**config.mk**
```make
export PLATFORM = sky130hd
export DESIGN_NAME = keyword_vigenere_decipher_top_flat
export DESIGN_NICKNAME = d
export VERILOG_FILES = /design/src/sv/kvd_pkg.sv /design/src/sv/kvd_if.sv /design/src/sv/kvd_ram.sv /design/src/sv/keyword_vigenere_decipher_top.sv /design/src/flat_wrapper.sv
export SDC_FILE = /design/constraint.sdc
export NUM_CORES = 1
export LEC_CHECK = 0
export BUFFER_PORTS_ARGS = -buffer_cell sky130_fd_sc_hd__buf_2
export CAP_MARGIN = 40
export CORE_MARGIN = 8
export CORE_UTILIZATION = 40
export DETAILED_ROUTE_END_ITERATION = 6
export PLACE_DENSITY = 0.53
export SLEW_MARGIN = 10
export SYNTH_ARGS = -nofsm -noshare
export SYNTH_HDL_FRONTEND = slang
export SYNTH_SLANG_ARGS = --single-unit
```
**constraint.sdc**
```tcl
create_clock -name clk_i -period 6.4 [get_ports clk_i]
set_input_delay 0.64 -clock clk_i [delete_from_list [all_inputs] [get_ports clk_i]]
set_output_delay 0.64 -clock clk_i [all_outputs]
set_load 0.05 [all_outputs]
```
**src/sv/kvd_pkg.sv**
```systemverilog
// Package for the keyed-alphabet plus Vigenere decipher block.
// Holds sizes, opcodes, register indexes, state codes and the letter decoder.
// Used by kvd_if and the top level; depends on nothing.
`timescale 1ns / 1ps
`default_nettype none

package kvd_pkg;

  localparam int unsigned ALPHA     = 26;
  localparam int unsigned LETTER_W  = 5;
  localparam int unsigned MAX_KEY   = 12;
  localparam int unsigned KPOS_W    = 4;
  localparam int unsigned KEY_W     = MAX_KEY * LETTER_W;
  localparam int unsigned CFG_IDX_W = 1;
  localparam int unsigned CFG_W     = KEY_W;

  localparam logic [LETTER_W-1:0] ALPHA_C = LETTER_W'(ALPHA);
  localparam logic [6:0]          ASCII_A = 7'h41;

  typedef enum logic [1:0] {
    OP_CLEAR   = 2'd0,
    OP_KEYWORD = 2'd1,
    OP_FINISH  = 2'd2,
    OP_CIPHER  = 2'd3
  } op_e;

  typedef enum logic [CFG_IDX_W-1:0] {
    CFG_KEY_LENGTH   = 1'b0,
    CFG_VIGENERE_KEY = 1'b1
  } cfg_idx_e;

  typedef enum logic [1:0] {
    ST_IDLE,
    ST_FINISH,
    ST_READ
  } state_e;

  typedef struct packed {
    logic                hit;
    logic [LETTER_W-1:0] idx;
  } letter_t;

  // Case-folded letter index; hit is low for anything but A..Z / a..z.
  function automatic letter_t letter_of(input logic [7:0] b);
    letter_t r;
    r.hit = 1'b0;
    r.idx = '0;
    if (b >= 8'h41 && b <= 8'h5A) begin
      r.hit = 1'b1;
      r.idx = LETTER_W'(b - 8'h41);
    end else if (b >= 8'h61 && b <= 8'h7A) begin
      r.hit = 1'b1;
      r.idx = LETTER_W'(b - 8'h61);
    end
    return r;
  endfunction

endpackage

`default_nettype wire

```
**src/sv/kvd_if.sv**
```systemverilog
// Valid/ready channel interfaces for the decipher block.
// Uses kvd_pkg for the payload types.
`timescale 1ns / 1ps
`default_nettype none

interface kvd_in_if;
  logic       valid;
  logic       ready;
  kvd_pkg::op_e opcode;
  logic [7:0] char_byte;

  modport source (output valid, output opcode, output char_byte, input ready);
  modport sink   (input valid, input opcode, input char_byte, output ready);
endinterface

interface kvd_out_if;
  logic       valid;
  logic       ready;
  logic [6:0] plain_letter;
  logic [kvd_pkg::KPOS_W-1:0] key_index_used;

  modport source (output valid, output plain_letter, output key_index_used, input ready);
  modport sink   (input valid, input plain_letter, input key_index_used, output ready);
endinterface

`default_nettype wire

```
**src/sv/kvd_ram.sv**
```systemverilog
// Generic single-write, single-read RAM with a registered read port.
// Read data holds until the next read. No dependencies.
`timescale 1ns / 1ps
`default_nettype none

module kvd_ram #(
  parameter int unsigned WIDTH = 8,
  parameter int unsigned DEPTH = 32
) (
  input  wire                     clk_i,
  input  wire                     wr_en_i,
  input  wire [$clog2(DEPTH)-1:0] wr_addr_i,
  input  wire [WIDTH-1:0]         wr_data_i,
  input  wire                     rd_en_i,
  input  wire [$clog2(DEPTH)-1:0] rd_addr_i,
  output logic [WIDTH-1:0]        rd_data_o
);

  logic [WIDTH-1:0] mem_q [DEPTH];

  always_ff @(posedge clk_i) begin
    if (wr_en_i) begin
      mem_q[wr_addr_i] <= wr_data_i;
    end
    if (rd_en_i) begin
      rd_data_o <= mem_q[rd_addr_i];
    end
  end

endmodule

`default_nettype wire

```
**src/sv/keyword_vigenere_decipher_top.sv**
```systemverilog
// Keyed-alphabet substitution then Vigenere decipher, top level.
// Ciphertext letter: accept and alphabet RAM read, then the read state fills the output register.
// Keyword letter and clear act on acceptance. Finish walks all 26 letters, one letter per cycle.
// One item in flight; the input is ready only in the idle state.
// Reset (async, active low): alphabet empty, key position 0, key length 1, key 0.
// Depends on kvd_pkg, kvd_if and kvd_ram.
`timescale 1ns / 1ps
`default_nettype none

module keyword_vigenere_decipher_top (
  input  wire                               clk_i,
  input  wire                               rst_ni,
  input  wire                               cfg_we_i,
  input  wire [kvd_pkg::CFG_IDX_W-1:0]      cfg_idx_i,
  input  wire [kvd_pkg::CFG_W-1:0]          cfg_data_i,
  kvd_in_if.sink                            in_i,
  kvd_out_if.source                         out_o
);

  localparam int unsigned LW = kvd_pkg::LETTER_W;
  localparam int unsigned KW = kvd_pkg::KPOS_W;

  kvd_pkg::state_e state_q, state_d;

  logic [kvd_pkg::ALPHA-1:0] used_q, used_d;
  logic [LW-1:0]             fill_q, fill_d;
  logic [KW-1:0]             kpos_q, kpos_d;
  logic [LW-1:0]             walk_q, walk_d;
  logic [KW-1:0]             klen_q;
  logic [kvd_pkg::KEY_W-1:0] key_q;

  logic          out_valid_q, out_valid_d;
  logic [6:0]    out_letter_q, out_letter_d;
  logic [KW-1:0] out_kidx_q, out_kidx_d;

  logic          in_xfer, out_xfer;
  kvd_pkg::letter_t in_let;

  logic          ram_we, ram_re;
  logic [LW-1:0] ram_waddr, ram_wdata, ram_rdata;

  logic [LW-1:0] key_arr [kvd_pkg::MAX_KEY];
  logic [KW-1:0] len_eff, pos_eff, pos_inc;
  logic [LW-1:0] kraw, kmod;
  logic [LW:0]   pdiff;

  assign in_xfer  = in_i.valid && in_i.ready;
  assign out_xfer = out_o.valid && out_o.ready;
  assign in_let   = kvd_pkg::letter_of(in_i.char_byte);

  assign in_i.ready           = (state_q == kvd_pkg::ST_IDLE);
  assign out_o.valid          = out_valid_q;
  assign out_o.plain_letter   = out_letter_q;
  assign out_o.key_index_used = out_kidx_q;

  // Configuration registers
  always_ff @(posedge clk_i or negedge rst_ni) begin
    if (!rst_ni) begin
      klen_q <= KW'(1);
      key_q  <= '0;
    end else if (cfg_we_i) begin
      case (cfg_idx_i)
        kvd_pkg::CFG_KEY_LENGTH:   klen_q <= cfg_data_i[KW-1:0];
        kvd_pkg::CFG_VIGENERE_KEY: key_q  <= cfg_data_i[kvd_pkg::KEY_W-1:0];
        default: ;
      endcase
    end
  end

  for (genvar g = 0; g < kvd_pkg::MAX_KEY; g++) begin : g_key
    assign key_arr[g] = key_q[g*LW +: LW];
  end

  // Key position arithmetic and the Vigenere subtraction modulo 26
  always_comb begin
    if (klen_q == '0) begin
      len_eff = KW'(1);
    end else if (klen_q > KW'(kvd_pkg::MAX_KEY)) begin
      len_eff = KW'(kvd_pkg::MAX_KEY);
    end else begin
      len_eff = klen_q;
    end
    pos_eff = (kpos_q >= len_eff) ? '0 : kpos_q;
    pos_inc = (pos_eff + KW'(1) >= len_eff) ? '0 : pos_eff + KW'(1);
    kraw    = key_arr[pos_eff];
    kmod    = (kraw >= kvd_pkg::ALPHA_C) ? kraw - kvd_pkg::ALPHA_C : kraw;
    if (ram_rdata >= kmod) begin
      pdiff = {1'b0, ram_rdata} - {1'b0, kmod};
    end else begin
      pdiff = {1'b0, ram_rdata} + (LW+1)'(kvd_pkg::ALPHA) - {1'b0, kmod};
    end
  end

  kvd_ram #(
    .WIDTH (LW),
    .DEPTH (kvd_pkg::ALPHA)
  ) u_alpha_ram (
    .clk_i     (clk_i),
    .wr_en_i   (ram_we),
    .wr_addr_i (ram_waddr),
    .wr_data_i (ram_wdata),
    .rd_en_i   (ram_re),
    .rd_addr_i (in_let.idx),
    .rd_data_o (ram_rdata)
  );

  always_comb begin
    state_d      = state_q;
    used_d       = used_q;
    fill_d       = fill_q;
    kpos_d       = kpos_q;
    walk_d       = walk_q;
    out_valid_d  = out_valid_q;
    out_letter_d = out_letter_q;
    out_kidx_d   = out_kidx_q;
    ram_we       = 1'b0;
    ram_re       = 1'b0;
    ram_waddr    = in_let.idx;
    ram_wdata    = fill_q;

    if (out_xfer) begin
      out_valid_d = 1'b0;
    end

    case (state_q)
      kvd_pkg::ST_IDLE: begin
        if (in_xfer) begin
          case (in_i.opcode)
            kvd_pkg::OP_CLEAR: begin
              used_d = '0;
              fill_d = '0;
              kpos_d = '0;
            end
            kvd_pkg::OP_KEYWORD: begin
              if (in_let.hit && !used_q[in_let.idx] && fill_q < kvd_pkg::ALPHA_C) begin
                ram_we             = 1'b1;
                used_d[in_let.idx] = 1'b1;
                fill_d             = fill_q + LW'(1);
              end
            end
            kvd_pkg::OP_FINISH: begin
              walk_d  = '0;
              state_d = kvd_pkg::ST_FINISH;
            end
            kvd_pkg::OP_CIPHER: begin
              // unplaced letters and non-letters are taken with no result and keep the key position
              if (in_let.hit && used_q[in_let.idx]) begin
                ram_re  = 1'b1;
                state_d = kvd_pkg::ST_READ;
              end
            end
            default: ;
          endcase
        end
      end
      kvd_pkg::ST_FINISH: begin
        ram_waddr = walk_q;
        if (!used_q[walk_q] && fill_q < kvd_pkg::ALPHA_C) begin
          ram_we         = 1'b1;
          used_d[walk_q] = 1'b1;
          fill_d         = fill_q + LW'(1);
        end
        walk_d = walk_q + LW'(1);
        if (walk_q == kvd_pkg::ALPHA_C - LW'(1)) begin
          state_d = kvd_pkg::ST_IDLE;
        end
      end
      kvd_pkg::ST_READ: begin
        // wait here while the output register still holds an untaken result
        if (!out_valid_q || out_o.ready) begin
          out_valid_d  = 1'b1;
          out_letter_d = kvd_pkg::ASCII_A + 7'(pdiff);
          out_kidx_d   = pos_eff;
          kpos_d       = pos_inc;
          state_d      = kvd_pkg::ST_IDLE;
        end
      end
      default: state_d = kvd_pkg::ST_IDLE;
    endcase
  end

  always_ff @(posedge clk_i or negedge rst_ni) begin
    if (!rst_ni) begin
      state_q     <= kvd_pkg::ST_IDLE;
      used_q      <= '0;
      fill_q      <= '0;
      kpos_q      <= '0;
      walk_q      <= '0;
      out_valid_q <= 1'b0;
    end else begin
      state_q     <= state_d;
      used_q      <= used_d;
      fill_q      <= fill_d;
      kpos_q      <= kpos_d;
      walk_q      <= walk_d;
      out_valid_q <= out_valid_d;
    end
  end

  always_ff @(posedge clk_i) begin
    out_letter_q <= out_letter_d;
    out_kidx_q   <= out_kidx_d;
  end

  // Assertions
  a_fill_bound: assert property (@(posedge clk_i) disable iff (!rst_ni)
    fill_q <= kvd_pkg::ALPHA_C)
    else $error("alphabet fill count beyond 26");

  a_fill_matches_used: assert property (@(posedge clk_i) disable iff (!rst_ni)
    $countones(used_q) == int'(fill_q))
    else $error("fill count disagrees with placed letters");

  a_cipher_reads: assert property (@(posedge clk_i) disable iff (!rst_ni)
    (in_xfer && in_i.opcode == kvd_pkg::OP_CIPHER && in_let.hit && used_q[in_let.idx])
    |=> state_q == kvd_pkg::ST_READ)
    else $error("placed ciphertext letter did not start a RAM read");

  a_out_letter: assert property (@(posedge clk_i) disable iff (!rst_ni)
    out_valid_q |-> (out_letter_q >= 7'h41 && out_letter_q <= 7'h5A
                     && out_kidx_q < KW'(kvd_pkg::MAX_KEY)))
    else $error("result outside A..Z or key index out of range");

endmodule

`default_nettype wire
```
**src/flat_wrapper.sv**
```systemverilog
// flat-port wrapper written by rule: the top's interface ports become plain ports
module keyword_vigenere_decipher_top_flat 
  (clk_i, rst_ni, cfg_we_i, cfg_idx_i, cfg_data_i, in_i_valid, in_i_opcode, in_i_char_byte, in_i_ready, out_o_valid, out_o_plain_letter, out_o_key_index_used, out_o_ready);
  kvd_in_if in_i_i ();
  kvd_out_if out_o_i ();
  input  wire clk_i;
  input  wire rst_ni;
  input  wire cfg_we_i;
  input  wire [kvd_pkg::CFG_IDX_W-1:0] cfg_idx_i;
  input  wire [kvd_pkg::CFG_W-1:0] cfg_data_i;
  input wire logic [$bits(in_i_i.valid)-1:0] in_i_valid;
  input wire logic [$bits(in_i_i.opcode)-1:0] in_i_opcode;
  input wire logic [$bits(in_i_i.char_byte)-1:0] in_i_char_byte;
  output wire logic [$bits(in_i_i.ready)-1:0] in_i_ready;
  output wire logic [$bits(out_o_i.valid)-1:0] out_o_valid;
  output wire logic [$bits(out_o_i.plain_letter)-1:0] out_o_plain_letter;
  output wire logic [$bits(out_o_i.key_index_used)-1:0] out_o_key_index_used;
  input wire logic [$bits(out_o_i.ready)-1:0] out_o_ready;
  assign in_i_i.valid = in_i_valid;
  assign in_i_i.opcode = in_i_opcode;
  assign in_i_i.char_byte = in_i_char_byte;
  assign in_i_ready = in_i_i.ready;
  assign out_o_valid = out_o_i.valid;
  assign out_o_plain_letter = out_o_i.plain_letter;
  assign out_o_key_index_used = out_o_i.key_index_used;
  assign out_o_i.ready = out_o_ready;
  keyword_vigenere_decipher_top u_core (.clk_i(clk_i), .rst_ni(rst_ni), .cfg_we_i(cfg_we_i), .cfg_idx_i(cfg_idx_i), .cfg_data_i(cfg_data_i), .in_i(in_i_i), .out_o(out_o_i));
endmodule
```
==> metrics, run 1 <==
# hold bufs at CTS 0; die area 38700 sq um; post-DP HPWL 23.8 mm; Die X 197 um; dominant synthesized flop cell edfxtp_1; DRT iter0 DRCs 679; Ys Warns 0; via count 9337; Total GRT Usage 17.5%; Critical Path Fanout Max 13; core region area 32400 sq um; Synth cell types 96; CP required 6.68 ns; CTS clk-pin slew, worst paths 0.06 ns; status completed; final RePlAce weighted congestion 0.830; cell taking the most area after synthesis edfxtp_1; Yosys reg bits 253; Worst Path Arrival 5.61 ns; drt total wl 34.4 mm; Worst-Skew Late Latency 0.55 ns; commonest non-fill, non-tap cell in the layout edfxtp_1; Final Util 46.9%; Final ANT Viol Nets 0; initial antenna violation count 0; Row Count 66; Pre-Repair DR Iteration Count 7; Setup CP Type reg2reg; number of global-route vias before repair 9473; Tcrit/Tclk final 83.4%; number of synthesized flops with an enable pin 146; total CTS buffers 29; Avg Vias per Cell 5.65; minimum clock period 5.34 ns; CTS Buffer Depth 3; Root Driver clkbuf_16; Worst Setup Start Kind register; syn_area_per_cell 12.0 sq um; post-synthesis sequential area ratio 54.1%; Synth top area share 33.6%; Setup Buffers After CTS 0; cell leakage power 6.02 nW; # fillers 2985; most frequent cells in the layout edfxtp_1 (146), dfrtp_1 (106), buf_2 (87); leading post-synthesis cells by cell area edfxtp_1 (34%), dfrtp_1 (20%), mux2_2 (5.8%); Max Cap Viol 0; Setup crit end kind register; Slew Viols, Final 0; antenna diode count 0; RSZ-0062 raised after global routing false; global-route wire length before repair 54.3 mm; Hold WC Path Type in2async; Async SR Flop Fraction 42.3%; Final Hold Vio Count 0; Synth Cell Area 13100 sq um; drt wl/cell 20.8 um; grt ovf 0; CTS resizes 0; P&R area growth vs syn 16.1%; Max VDD drop 294 uV; final setup TNS 0 ns; layout cells sized above 1 23.6%; Power Dens Cells 377 nW/um^2; Slew @ Worst Pin 0.931 ns; storage element area 7060 sq um; Initial Util 40.4%; nets@finish 1300; Max Clk Rate 0.187 GHz; CTS sink count 253; final setup fails 0; IO Pins 89; worst rel slew slack 37.9%; multi-input logic area 5580 sq um; TritonCTS clock tree yes; Final Skew 0.0275 ns; Gate Count Post-Synth 1090; Post-Synthesis Net Count 1200; IO buf count 88; H-Tree Depth 1; largest net degree at the start of global routing 61; Post-route DRC 0; die height 197 um
==> logic make-up after synthesis <==
logic type / Yosys count / synth area share [%]
compound gates: 300 / 15.9
xor+xnor: 17 / 1.14
fa+ha+maj: 35 / 3.45
buf+inv: 106 / 3.44
flops: 253 / 54.1
mux: 129 / 11.6
simple gates: 250 / 10.4
==> path summary, 6_finish.rpt <==
| kind | startpoint | cells after the start | slack (ns) | end |
|---|---|---|---|---|
| max | u_core.klen_q[0] | 18 | 1.06 | u_core.out_o.plain_letter[6] |
| min | rst_ni | 1 | 0.07 | u_core.key_q[40] |
| max reg2reg | u_core.klen_q[0] | 18 | 1.06 | u_core.out_o.plain_letter[6] |
| min reg2reg | u_core.key_q[47] | 1 | 0.50 | u_core.key_q[47] |
| max in group asynchronous | rst_ni | 3 | 5.19 | u_core.klen_q[0] |
| min in group clk_i | cfg_data_i[44] | 2 | 0.34 | u_core.key_q[44] |
==> routing by layer <==
metal	global-route usage [%]	wire length, um	vias up
met5	0	0	-
met4	4.29	693	0
met3	2.58	1730	50
met2	29.1	16300	246
met1	23.8	15700	4654
li1	-	-	4387
==> registers in the layout, summed over array words and instances (netlist names) <==
name and count:
u_core.u_alpha_ram.mem_q 130, u_core.key_q 60, u_core.used_q 26, u_core.out_o.plain_letter 7
u_core.fill_q 5, u_core.u_alpha_ram.rd_data_o 5, u_core.walk_q 5, u_core.klen_q 4
u_core.kpos_q 4, u_core.out_o.key_index_used 4, u_core.state_q 2, u_core.out_o.valid 1
==> cell type report <==
class / instances / area share [%]
Inverter: 43 / 1.06
Clock buffer: 44 / 5.56
Timing Repair Buffer: 132 / 5.76
Clock inverter: 8 / 0.668
Tap cell: 442 / 3.64
Sequential cell: 253 / 46.5
Multi-Input combinational cell: 731 / 36.8
==> synthesized netlist by cell type, drive strengths merged (6+ instances only) <==
library cell	number
edfxtp	146
dfrtp	106
a21oi	74
mux2	68
nor2	67
o21ai	51
mux2i	50
nand2	45
inv	42
clkbuf	38
ha	32
a221oi	30
a21o	27
buf	25
nor4	25
o22ai	21
a211oi	17
nor2b	16
nor3	15
a31oi	13
and2	12
and3	12
mux4	11
nand2b	11
a211o	10
xnor2	9
a22o	8
nand3	8
xor2	8
nand4	7
nor3b	7
o211ai	7
a2111oi	6
nand3b	6
o31ai	6
==> per-stage QoR <==
step	power [mW]	hold slack, ns	setup WS (ns)	area, sq um	cells
floorplan	3.50	0.344	1.50	13100	1090
global placement	4.04	0.486	1.00	14100	1594
detailed placement	4.11	0.490	1.02	14200	1600
CTS	5.75	0.0667	1.01	15200	1652
global route	6.03	0.0955	0.608	15200	1653
finish	5.72	0.0682	1.06	15200	1653
==> where the power goes <==
| group | switching [mW] | internal (mW) |
|---|---|---|
| logic | 1.08 | 0.695 |
| registers | 0.246 | 2.07 |
| clock network | 0.651 | 0.985 |
| total | 1.98 | 3.75 |
==> critical path, cell delays in order, from the launching register on <==
cell	delay (ns)
dfstp_2	0.55
nor2_1	0.05
o2bb2ai_1	0.25
ha_1	0.30
or3b_4	0.42
a21oi_4	0.34
nor2_1	0.07
o211a_2	0.30
ha_1	0.33
o31ai_2	0.31
and3_4	0.25
nor2_4	0.04
inv_2	0.09
fa_1	0.43
inv_1	0.13
a2111oi_1	0.09
o41a_1	0.44
o32ai_2	0.33
or3b_1	0.38
Note: power is estimated with default switching activity, not from simulation.
==> inputs of run 2 (changes only) <==
Settings changed: ABC_AREA set to 1, PLACE_DENSITY 0.53 to 0.55.
Clock period 6.4 ns to 4.8 ns, I/O delays scaled along.
==> metrics, run 2 <==
status completed; Hold Crit Depth 2; Final Skew 0.0213 ns (-0.00621 ns); IO Pins 89 (unchanged); Yosys reg bits 253 (unchanged); commonest non-fill, non-tap cell in the layout nand2_1; Power Dens Cells 534 nW/um^2 (+42%); Setup CP Type reg2reg; CTS clk-pin slew, worst paths 0.06 ns (about the same); Inst Count DP 1845 (+15%); IO buf count 88 (unchanged); final RePlAce weighted congestion 0.863 (+3.9%); total CTS buffers 29 (unchanged); cell taking the most area after synthesis edfxtp_1; Worst-Skew Late Latency 0.56 ns (about the same); Synth cell types 58 (-40%); die area 38500 sq um (-0.53%); H-Tree Depth 1 (unchanged); Ys Warns 0 (unchanged); TritonCTS clock tree yes; worst rel slew slack 43.0% (+5.1 points); Final Non-Filler Cells 1916 (+16%); most frequent cells in the layout nand2_1 (229), edfxtp_1 (146), inv_1 (138); CTS sink count 253 (unchanged); Final Util 46.9% (about the same); Async SR Flop Fraction 42.3% (unchanged); CP required 5.11 ns (-1.57 ns); dominant synthesized flop cell edfxtp_1; Synth Cell Area 13000 sq um (-0.58%); Final Hold Vio Count 0 (unchanged); final setup fails 0 (unchanged); Largest Register u_core.u_alpha_ram.mem_q; max incr delay on CP 0.44 ns (-0.11 ns); CTS Buffer Depth 3 (unchanged); Max Cap Viol 0 (unchanged); DRT iter0 DRCs 885 (+30%); drt wl/cell 18.3 um (-12%); Pre-Repair DR Iteration Count 6 (-1); Setup crit end kind register; Total GRT Usage 17.7% (+0.19 points); Final ANT Viol Nets 0 (unchanged); initial antenna violation count 1 (+1); cell leakage power 6.27 nW (+4.2%); core region area 32300 sq um (-0.25%); # fillers 3082 (+3.2%); Critical Path Fanout Max 5 (-8); grt ovf 0 (unchanged); Post-Synthesis Net Count 1442 (+20%); number of global-route vias before repair 9901 (+4.5%); Root Driver clkbuf_16; Initial Util 40.2% (-0.13 points); Top Registers u_core.u_alpha_ram.mem_q x130, u_core.key_q x60, u_core.used_q x26; Die X 196 um (-0.27%); synth cell count leaders nand2_1 (232), edfxtp_1 (146), inv_1 (141), dfrtp_1 (106), nor2_1 (100); Tcrit/Tclk final 94.6% (+11 points); Synth top area share 33.8% (+0.20 points); global-route wire length before repair 54.8 mm (+0.90%); number of synthesized flops with an enable pin 146 (unchanged); largest net degree at the start of global routing 46 (-25%); Gate Count Post-Synth 1332 (+22%); Slew Viols, Final 0 (unchanged); antenna diode count 0 (unchanged); drt total wl 35.0 mm (+1.9%); Max VDD drop 294 uV (about the same); Hold WC Path Type in2reg; Slowest-stage cell, CP dfrtp_2; Avg Vias per Cell 5.21 (-7.7%); nets@finish 1562 (+20%); worst-case reg-to-reg path depth 30 (+12); post-synthesis sequential area ratio 54.4% (+0.32 points); Worst Setup Start Kind register; minimum clock period 4.54 ns (-0.799 ns); syn_area_per_cell 9.75 sq um (-19%); P&R area growth vs syn 16.5%; post-DP HPWL 24.8 mm (+4.2%); dpl ws -0.0779 ns (-1.10 ns); leading post-synthesis cells by cell area edfxtp_1 (34%), dfrtp_1 (20%), nand2_1 (6.7%); most common cell in the netlist nand2_1; die height 196 um (-0.27%); Post-route DRC 0 (unchanged); Row Count 66 (unchanged); Worst Path Arrival 4.85 ns (-0.76 ns); PnR worst setup slack 0.260 ns (-0.801 ns); Slew @ Worst Pin 0.854 ns (-0.0767 ns); via count 9986 (+7.0%); layout cells sized above 1 21.4% (-2.2 points); Max Clk Rate 0.220 GHz (+18%); cell mode on critical path nand2_1; max FFs per register 130 (unchanged)
run 2: what timing repair did:
action,4_1_cts,5_1_grt
setup endpoints to repair,3,6
hold endpoints to repair,27,0
gates cloned,0,3
hold buffers,1,0
setup buffers,0,13
pin swaps,0,12
gates resized for setup,3,18
run 2: final cells by class:
| type | count | area [sq um] | share of cell area [%] |
|---|---|---|---|
| Clock buffer | 31 | 743 | 4.91 |
| Clock inverter | 22 | 180 | 1.19 |
| Inverter | 159 | 611 | 4.03 |
| Multi-Input combinational cell | 872 | 5130 | 33.9 |
| Sequential cell | 253 | 7070 | 46.7 |
| Tap cell | 442 | 553 | 3.65 |
| Timing Repair Buffer | 137 | 855 | 5.65 |
run 2: metal layers:
metal | GRT usage [%] | wire length, um | vias to the layer above
li1 | - | - | 4858
met1 | 24.6 | 16200 | 4793
met2 | 28.7 | 16300 | 278
met3 | 2.78 | 1860 | 55
met4 | 4.21 | 701 | 2
met5 | 0 | 13 | -
run 2: final timing paths:
path,from,end,slack (ns)
worst max-delay path,u_core.klen_q[3],u_core.out_o.plain_letter[4],0.26
worst min-delay path,cfg_data_i[49],u_core.key_q[49],0.16
worst max register to register,u_core.klen_q[3],u_core.out_o.plain_letter[4],0.26
worst min register to register,u_core.key_q[1],u_core.key_q[1],0.50
max in group asynchronous,rst_ni,u_core.walk_q[3],3.26
min in group asynchronous,rst_ni,u_core.key_q[1],0.40
run 2: worst max-delay path: cells and delay by family, from the launching register on:
family,cells,cell delay (ns)
XOR/XNOR,2,0.36
adder cells (fa/ha/maj),4,1.09
AO/OA/AOI/OAI,1,0.04
flip-flops,1,0.44
AND/OR/NAND/NOR,18,1.83
buffers and inverters,5,0.54
run 2: through the flow:
step | TNS (ns) | power, mW | hold slack (ns) | cell area [sq um]
CTS | 0 | 8.06 | 0.137 | 14900
floorplan | 0 | 5.14 | 0.184 | 13000
finish | 0 | 8.09 | 0.159 | 15100
global placement | 0 | 5.86 | 0.470 | 13900
detailed placement | -0.147 | 5.90 | 0.433 | 14000
global route | -0.0670 | 8.62 | 0.148 | 15100
run 2: logic make-up after synthesis:
logic type	share of synthesized area [%]
and+or+nand+nor	16.5
AOI/OAI and AO/OA	14.4
DFF	54.4
buffers and inverters	6.77
muxes	3.73
adders and majority gates	3.39
xor gates and xnor gates	0.742
run 2: where the power goes:
group,total [mW],switching [mW],internal [mW],leakage (nW)
registers,2.98,0.212,2.76,2.66
logic,2.98,2.02,0.966,3.15
clock network,2.13,0.900,1.23,0.461
